===== src/sv/orf_pkg.sv =====
// Package with the letter codes, register indexes and codon tests of the codon scanner.
`timescale 1ns / 1ps

package orf_pkg;

	localparam int unsigned POS_W = 16;
	localparam int unsigned CFG_IDX_W = 2;
	localparam int unsigned CFG_DATA_W = 16;

	localparam logic [7:0] LETTER_A = 8'h41;
	localparam logic [7:0] LETTER_G = 8'h47;
	localparam logic [7:0] LETTER_T = 8'h54;
	localparam logic [7:0] LETTER_U = 8'h55;

	localparam logic [POS_W-1:0] CODON_LETTERS = 16'd3;
	localparam logic [POS_W-1:0] LAST_CODON_OFFSET = 16'd65532;
	localparam logic [POS_W-1:0] MIN_LEN_RESET = 16'd80;

	typedef enum logic [CFG_IDX_W-1:0] {
		REG_MIN_LEN = 2'd0,
		REG_FRAME_OFFSET = 2'd1,
		REG_REVERSE_STRAND = 2'd2,
		REG_SEQUENCE_LENGTH = 2'd3
	} cfg_reg_t;

	function automatic logic is_t_or_u(input logic [7:0] c);
		return c inside {LETTER_T, LETTER_U};
	endfunction

	function automatic logic is_a_or_g(input logic [7:0] c);
		return c inside {LETTER_A, LETTER_G};
	endfunction

	function automatic logic codon_starts(input logic [7:0] a, input logic [7:0] b,
			input logic [7:0] c);
		return (a == LETTER_A) && is_t_or_u(b) && (c == LETTER_G);
	endfunction

	function automatic logic codon_stops(input logic [7:0] a, input logic [7:0] b,
			input logic [7:0] c);
		return is_t_or_u(a) && is_a_or_g(b) && is_a_or_g(c)
			&& !((b == LETTER_G) && (c == LETTER_G));
	endfunction

endpackage


===== src/sv/orf_codon_scanner_top.sv =====
// Top level of the codon scanner: input register, codon logic and result register.
// A fragment's result is written into the result register as its closing codon leaves the input register.
// One codon is taken in every cycle; a codon stalls only when it brings a result
// while the result register is still held by the output side.
// Reset clears the letter position, the open fragment, both valid flags and
// returns the registers to min_len 80, frame 0, forward strand, length 0.
`timescale 1ns / 1ps

module orf_codon_scanner_top (
	input  logic clk,
	input  logic arst_n,
	input  logic cfg_write,
	input  logic [orf_pkg::CFG_IDX_W-1:0] cfg_index,
	input  logic [orf_pkg::CFG_DATA_W-1:0] cfg_data,
	input  logic in_valid,
	output logic in_stall,
	input  logic [7:0] base_first,
	input  logic [7:0] base_second,
	input  logic [7:0] base_third,
	input  logic last_codon,
	output logic out_valid,
	input  logic out_stall,
	output logic [15:0] orf_begin,
	output logic [15:0] orf_end,
	output logic [15:0] orf_letters
);

	import orf_pkg::*;

	logic [POS_W-1:0] min_len_q;
	logic [1:0] frame_offset_q;
	logic reverse_strand_q;
	logic [POS_W-1:0] sequence_length_q;

	logic [POS_W-1:0] pos_q;
	logic rec_q;
	logic [POS_W-1:0] beg_q;

	logic valid_s1;
	logic [7:0] first_s1;
	logic [7:0] second_s1;
	logic [7:0] third_s1;
	logic last_s1;

	logic out_valid_q;
	logic [POS_W-1:0] begin_q;
	logic [POS_W-1:0] end_q;
	logic [POS_W-1:0] letters_q;

	logic start_hit;
	logic rec_eff;
	logic [POS_W-1:0] beg_eff;
	logic close_hit;
	logic keep;
	logic [POS_W-1:0] stop_pos;
	logic [POS_W-1:0] letters;
	logic [POS_W-1:0] lo_place;
	logic [POS_W-1:0] hi_place;
	logic out_free;
	logic advance;
	logic in_take;

	function automatic logic [POS_W-1:0] place(input logic [POS_W-1:0] x,
			input logic [1:0] fo, input logic rev, input logic [POS_W-1:0] len);
		logic [POS_W:0] v;
		logic [POS_W:0] len_ext;
		v = {1'b0, x} + {{(POS_W-1){1'b0}}, fo};
		len_ext = {1'b0, len};
		if (rev) begin
			v = (len_ext >= v) ? (len_ext - v) : '0;
		end
		return v[POS_W] ? {POS_W{1'b1}} : v[POS_W-1:0];
	endfunction

	always_comb begin
		start_hit = !rec_q && codon_starts(first_s1, second_s1, third_s1);
		rec_eff = rec_q || start_hit;
		beg_eff = start_hit ? pos_q : beg_q;
		close_hit = rec_eff && (codon_stops(first_s1, second_s1, third_s1) || last_s1);
		stop_pos = pos_q + CODON_LETTERS;
		letters = stop_pos - beg_eff;
		keep = close_hit && (letters >= min_len_q);
		lo_place = place(beg_eff, frame_offset_q, reverse_strand_q, sequence_length_q);
		hi_place = place(stop_pos, frame_offset_q, reverse_strand_q, sequence_length_q);
	end

	assign out_free = !out_valid_q || !out_stall;
	assign advance = valid_s1 && (!keep || out_free);
	assign in_stall = valid_s1 && !advance;
	assign in_take = in_valid && !in_stall;

	always_ff @(posedge clk or negedge arst_n) begin
		if (!arst_n) begin
			min_len_q <= MIN_LEN_RESET;
			frame_offset_q <= '0;
			reverse_strand_q <= 1'b0;
			sequence_length_q <= '0;
		end else if (cfg_write) begin
			case (cfg_reg_t'(cfg_index))
				REG_MIN_LEN: min_len_q <= cfg_data;
				REG_FRAME_OFFSET: frame_offset_q <= cfg_data[1:0];
				REG_REVERSE_STRAND: reverse_strand_q <= cfg_data[0];
				REG_SEQUENCE_LENGTH: sequence_length_q <= cfg_data;
				default: ;
			endcase
		end
	end

	always_ff @(posedge clk or negedge arst_n) begin
		if (!arst_n) begin
			valid_s1 <= 1'b0;
		end else if (in_take) begin
			valid_s1 <= 1'b1;
		end else if (advance) begin
			valid_s1 <= 1'b0;
		end
	end

	always_ff @(posedge clk) begin
		if (in_take) begin
			first_s1 <= base_first;
			second_s1 <= base_second;
			third_s1 <= base_third;
			last_s1 <= last_codon;
		end
	end

	always_ff @(posedge clk or negedge arst_n) begin
		if (!arst_n) begin
			pos_q <= '0;
			rec_q <= 1'b0;
			beg_q <= '0;
		end else if (advance) begin
			beg_q <= beg_eff;
			if (last_s1) begin
				pos_q <= '0;
				rec_q <= 1'b0;
			end else begin
				rec_q <= rec_eff && !close_hit;
				if (pos_q <= (LAST_CODON_OFFSET - CODON_LETTERS)) begin
					pos_q <= stop_pos;
				end
			end
		end
	end

	always_ff @(posedge clk or negedge arst_n) begin
		if (!arst_n) begin
			out_valid_q <= 1'b0;
		end else if (advance && keep) begin
			out_valid_q <= 1'b1;
		end else if (!out_stall) begin
			out_valid_q <= 1'b0;
		end
	end

	always_ff @(posedge clk) begin
		if (advance && keep) begin
			begin_q <= (lo_place > hi_place) ? hi_place : lo_place;
			end_q <= (lo_place > hi_place) ? lo_place : hi_place;
			letters_q <= letters;
		end
	end

	assign out_valid = out_valid_q;
	assign orf_begin = begin_q;
	assign orf_end = end_q;
	assign orf_letters = letters_q;

endmodule


===== config.mk =====
export PLATFORM = sky130hd
export DESIGN_NAME = orf_codon_scanner_top
export DESIGN_NICKNAME = d
export VERILOG_FILES = /design/src/sv/orf_pkg.sv /design/src/sv/orf_codon_scanner_top.sv
export SDC_FILE = /design/constraint.sdc
export NUM_CORES = 1
export LEC_CHECK = 0
export BUFFER_PORTS_ARGS = -buffer_cell sky130_fd_sc_hd__buf_4
export CAP_MARGIN = 5
export CORE_UTILIZATION = 61
export DETAILED_ROUTE_END_ITERATION = 10
export PLACE_DENSITY = 0.88
export RECOVER_POWER = 100
export SLEW_MARGIN = 20
export SYNTH_ARGS = -nofsm -noshare
export SYNTH_HDL_FRONTEND = slang
export SYNTH_SLANG_ARGS = --single-unit
export TNS_END_PERCENT = 30

===== constraint.sdc =====
create_clock -name clk -period 8.93 [get_ports clk]
set_input_delay 2.679 -clock clk [delete_from_list [all_inputs] [get_ports clk]]
set_output_delay 2.679 -clock clk [all_outputs]
set_load 0.005 [all_outputs]

==> flow_summary.json <==
{
  "status": "complete, but fails checks",
  "violations": "max-capacitance violations, max-slew violations",
  "slew_viol_final": 185,
  "clock_skew_ns": 0.0145,
  "cp_slowest_cell": "or3_4",
  "worstReg2RegEnd": "orf_end[7]",
  "max_slew_margin_pct": -159,
  "core_sq_um": 16600,
  "synth_top_area_share_pct": 21.1,
  "firstDrtPassIters": 6,
  "vias": 8840,
  "ys.warnings.count": 0,
  "seq_area_sq_um": 3950,
  "hp-class": "flop to flop",
  "grt_max_degree": 71,
  "synth.most_common_cell": "nor2_1",
  "num_rows": 47,
  "grt_pass1_wl_mm": 44.2,
  "path_common_cell": "o21bai_1",
  "drt_iter0_markers": 949,
  "root_buffer": "clkbuf_16",
  "finalPower_mw": 3.22,
  "routed_via_density": 6.38,
  "start_util_pct": 62.5,
  "vdd_ir_drop_max_mv": 0.166,
  "clk_latency_ns": 0.44,
  "power_density_nw_per_um2": 270,
  "hold_depth": 2,
  "async_reset_ff_share_pct": 49.0,
  "power.leakage_nw": 5.21,
  "multiInputGateArea_sq_um": 6100,
  "cp_top_family": "compound AO/OA/AOI/OAI gates",
  "fin_setup_tns_ns": 0,
  "drc_errors": 0,
  "startpoint": "third_s1[5]",
  "reg2reg_from": "third_s1[5]",
  "finalHoldViolCount": 0,
  "dp_hpwl_mm": 20.4,
  "antenna_found_initial": 0,
  "synth.area.top_cells": "edfxtp_1, dfrtp_1, ha_1",
  "cp_slowest_stage_delay_ns": 0.44,
  "ant_nets": 0,
  "path_class": "flop to primary output",
  "numCtsBuffers": 17,
  "period_share_pct": 95.8,
  "io_buffers": 97,
  "fmax_mhz": 117,
  "globalRouteTotalUtil_pct": 32.4,
  "hp-start": "min_len_q[6]",
  "drive_gt1_share_pct": 17.9,
  "hold_path_end": "min_len_q[6]",
  "path_clk_slew_ns": 0.06,
  "synthCells": 1068,
  "wl_per_cell_microns": 19.9,
  "r2r_setup_slack_ns": 0.62,
  "die_width_microns": 133,
  "gp_congestion": 0.931,
  "area_growth_pct": 14.5,
  "die_area_sq_um": 17600,
  "grt_overflow": 0,
  "nFillCells": 1191,
  "htree_levels": 4,
  "synth_edf_count": 73,
  "finalSetupViolations": 0,
  "reg2regPathDepth": 30,
  "cts_tree": "built",
  "finalCriticalPeriod_ns": 8.55,
  "grt_pass1_vias": 8464,
  "die_h_microns": 133,
  "rsz0062_at_grt": "no",
  "worstPathMaxFanout": 7,
  "startpoint_type": "flop",
  "tightest_slew_ns": 3.88,
  "clock_sinks": 143,
  "finalNetCount": 1290,
  "synth_cell_type_count": 87,
  "cp_num_buf_inv": 3,
  "synth_top_cells_by_count": "nor2_1, ha_1, edfxtp_1",
  "postSynthAreaPerCell_sq_um": 9.75,
  "wirelength_mm": 27.6,
  "cp.arrival_ns": 5.87,
  "ctsHoldBuffers": 0,
  "ys_ff_latch": 143,
  "maxCapViolCount": 4,
  "cts_max_path_buffers": 2,
  "end_kind": "primary output",
  "synth_largest_area_cell": "edfxtp_1",
  "ys.flop_type": "edfxtp_1",
  "cp.required_ns": 6.25,
  "synth_nets": 1205,
  "syn_area_sq_um": 10400,
  "ios": 98,
  "seq_area_frac_synth_pct": 37.9,
  "diodes": 0
}
## metrics by stage
step / hold slack [ns] / util [%] / cells / setup slack (ns) / cell area (sq um)
final: 0.517 / 71.6 / 1386 / 0.378 / 11900
after global placement: 0.490 / 68.0 / 1352 / 0.505 / 11300
after floorplan: 0.479 / - / 1068 / 0.522 / 10400
after global routing: 0.527 / 71.6 / 1386 / 0.0286 / 11900
after detailed placement: 0.500 / 68.0 / 1352 / 0.226 / 11300
after CTS: 0.514 / 71.5 / 1384 / 0.0346 / 11900
## cells in the final DEF, fill, tap and decap left out, types with 8 or more instances in the layout
cell / netlist / routed
o21ai_0: 60 / 58
nand2_1: 62 / 62
nor2_1: 91 / 91
buf_4: 2 / 25
mux2_2: 43 / 43
nor3_1: 19 / 19
inv_1: 70 / 70
clkbuf_4: 0 / 73
mux2i_1: 28 / 28
nand3b_1: 9 / 9
inv_6: 0 / 8
clkbuf_16: 0 / 17
nor4_1: 10 / 10
o21bai_1: 9 / 9
nand3_1: 31 / 31
a21o_1: 18 / 18
ha_1: 84 / 84
nor2b_1: 9 / 9
edfxtp_1: 73 / 73
a21oi_1: 72 / 69
o22a_1: 11 / 11
o21a_1: 10 / 10
xor2_1: 32 / 32
xnor2_1: 47 / 47
and3_1: 14 / 14
dfrtp_1: 68 / 68
nand4_1: 16 / 16
nand2b_1: 15 / 15
a22oi_1: 12 / 12
## repair_timing
item | CTS | global route
resized for setup | 3 | 8
pin swaps | 0 | 4
setup endpoints to repair | 1 | 21
setup buffers | 0 | 2
## how the worst max path moves through the flow
stage	cells past startpoint	end	slack [ns]
detailed placement	26	in_stall	0.23
finish	26	in_stall	0.38
global route	26	in_stall	0.03
global placement	26	in_stall	0.51
CTS	26	in_stall	0.03
floorplan	28	in_stall	0.52
## flip-flops by register name, indices dropped and copies added (netlist names), 2 cells and up
name,cells
second_s1,8
orf_end,16
sequence_length_q,16
third_s1,8
first_s1,8
min_len_q,16
orf_begin,16
beg_q,16
frame_offset_q,2
pos_q,16
orf_letters,16
## routing by layer
layer	wire length (microns)	track usage, %	part of all wire (%)	vias to the layer above
li1	-	-	-	4085
met5	0	0	0	-
met4	1360	15.4	4.9	0
met1	11100	40.6	40	4213
met3	1910	5.75	6.9	104
met2	13200	54.2	48	438
## worst register-to-register path: cells and delay by family (launching register included)
family / cells / cell delay, ns
compound gates: 14 / 3.53
xor+xnor: 1 / 0.19
fa+ha+maj: 3 / 1.20
buf+inv: 3 / 0.63
flops: 1 / 0.41
simple gates: 9 / 2.06
## power by group
part	switching [mW]	leakage, nW	total (mW)	internal [mW]
clock	0.321	0.278	0.714	0.392
sequential	0.0666	1.52	0.876	0.809
combinational	0.934	3.41	1.63	0.693
total	1.32	5.21	3.22	1.89
## area by class of cell
cell class                      count  share of cell area [%]
Multi-Input combinational cell    815                    51.1
Sequential cell                   143                    33.1
Timing Repair Buffer              106                    6.44
Clock buffer                       17                    3.57
Tap cell                          220                    2.31
Inverter                           70                    2.20
Clock inverter                     15                    1.23
## kinds of logic after synthesis
kind of cell	after synthesis	share of synthesized area, %
buffers and inverters	110	4.15
and+or+nand+nor	311	15.4
DFF	143	37.9
muxes	74	7.78
xor gates and xnor gates	80	6.80
adders and majority gates	91	11.3
AOI/OAI and AO/OA	259	16.7
Power figures use the tool's default switching activity.
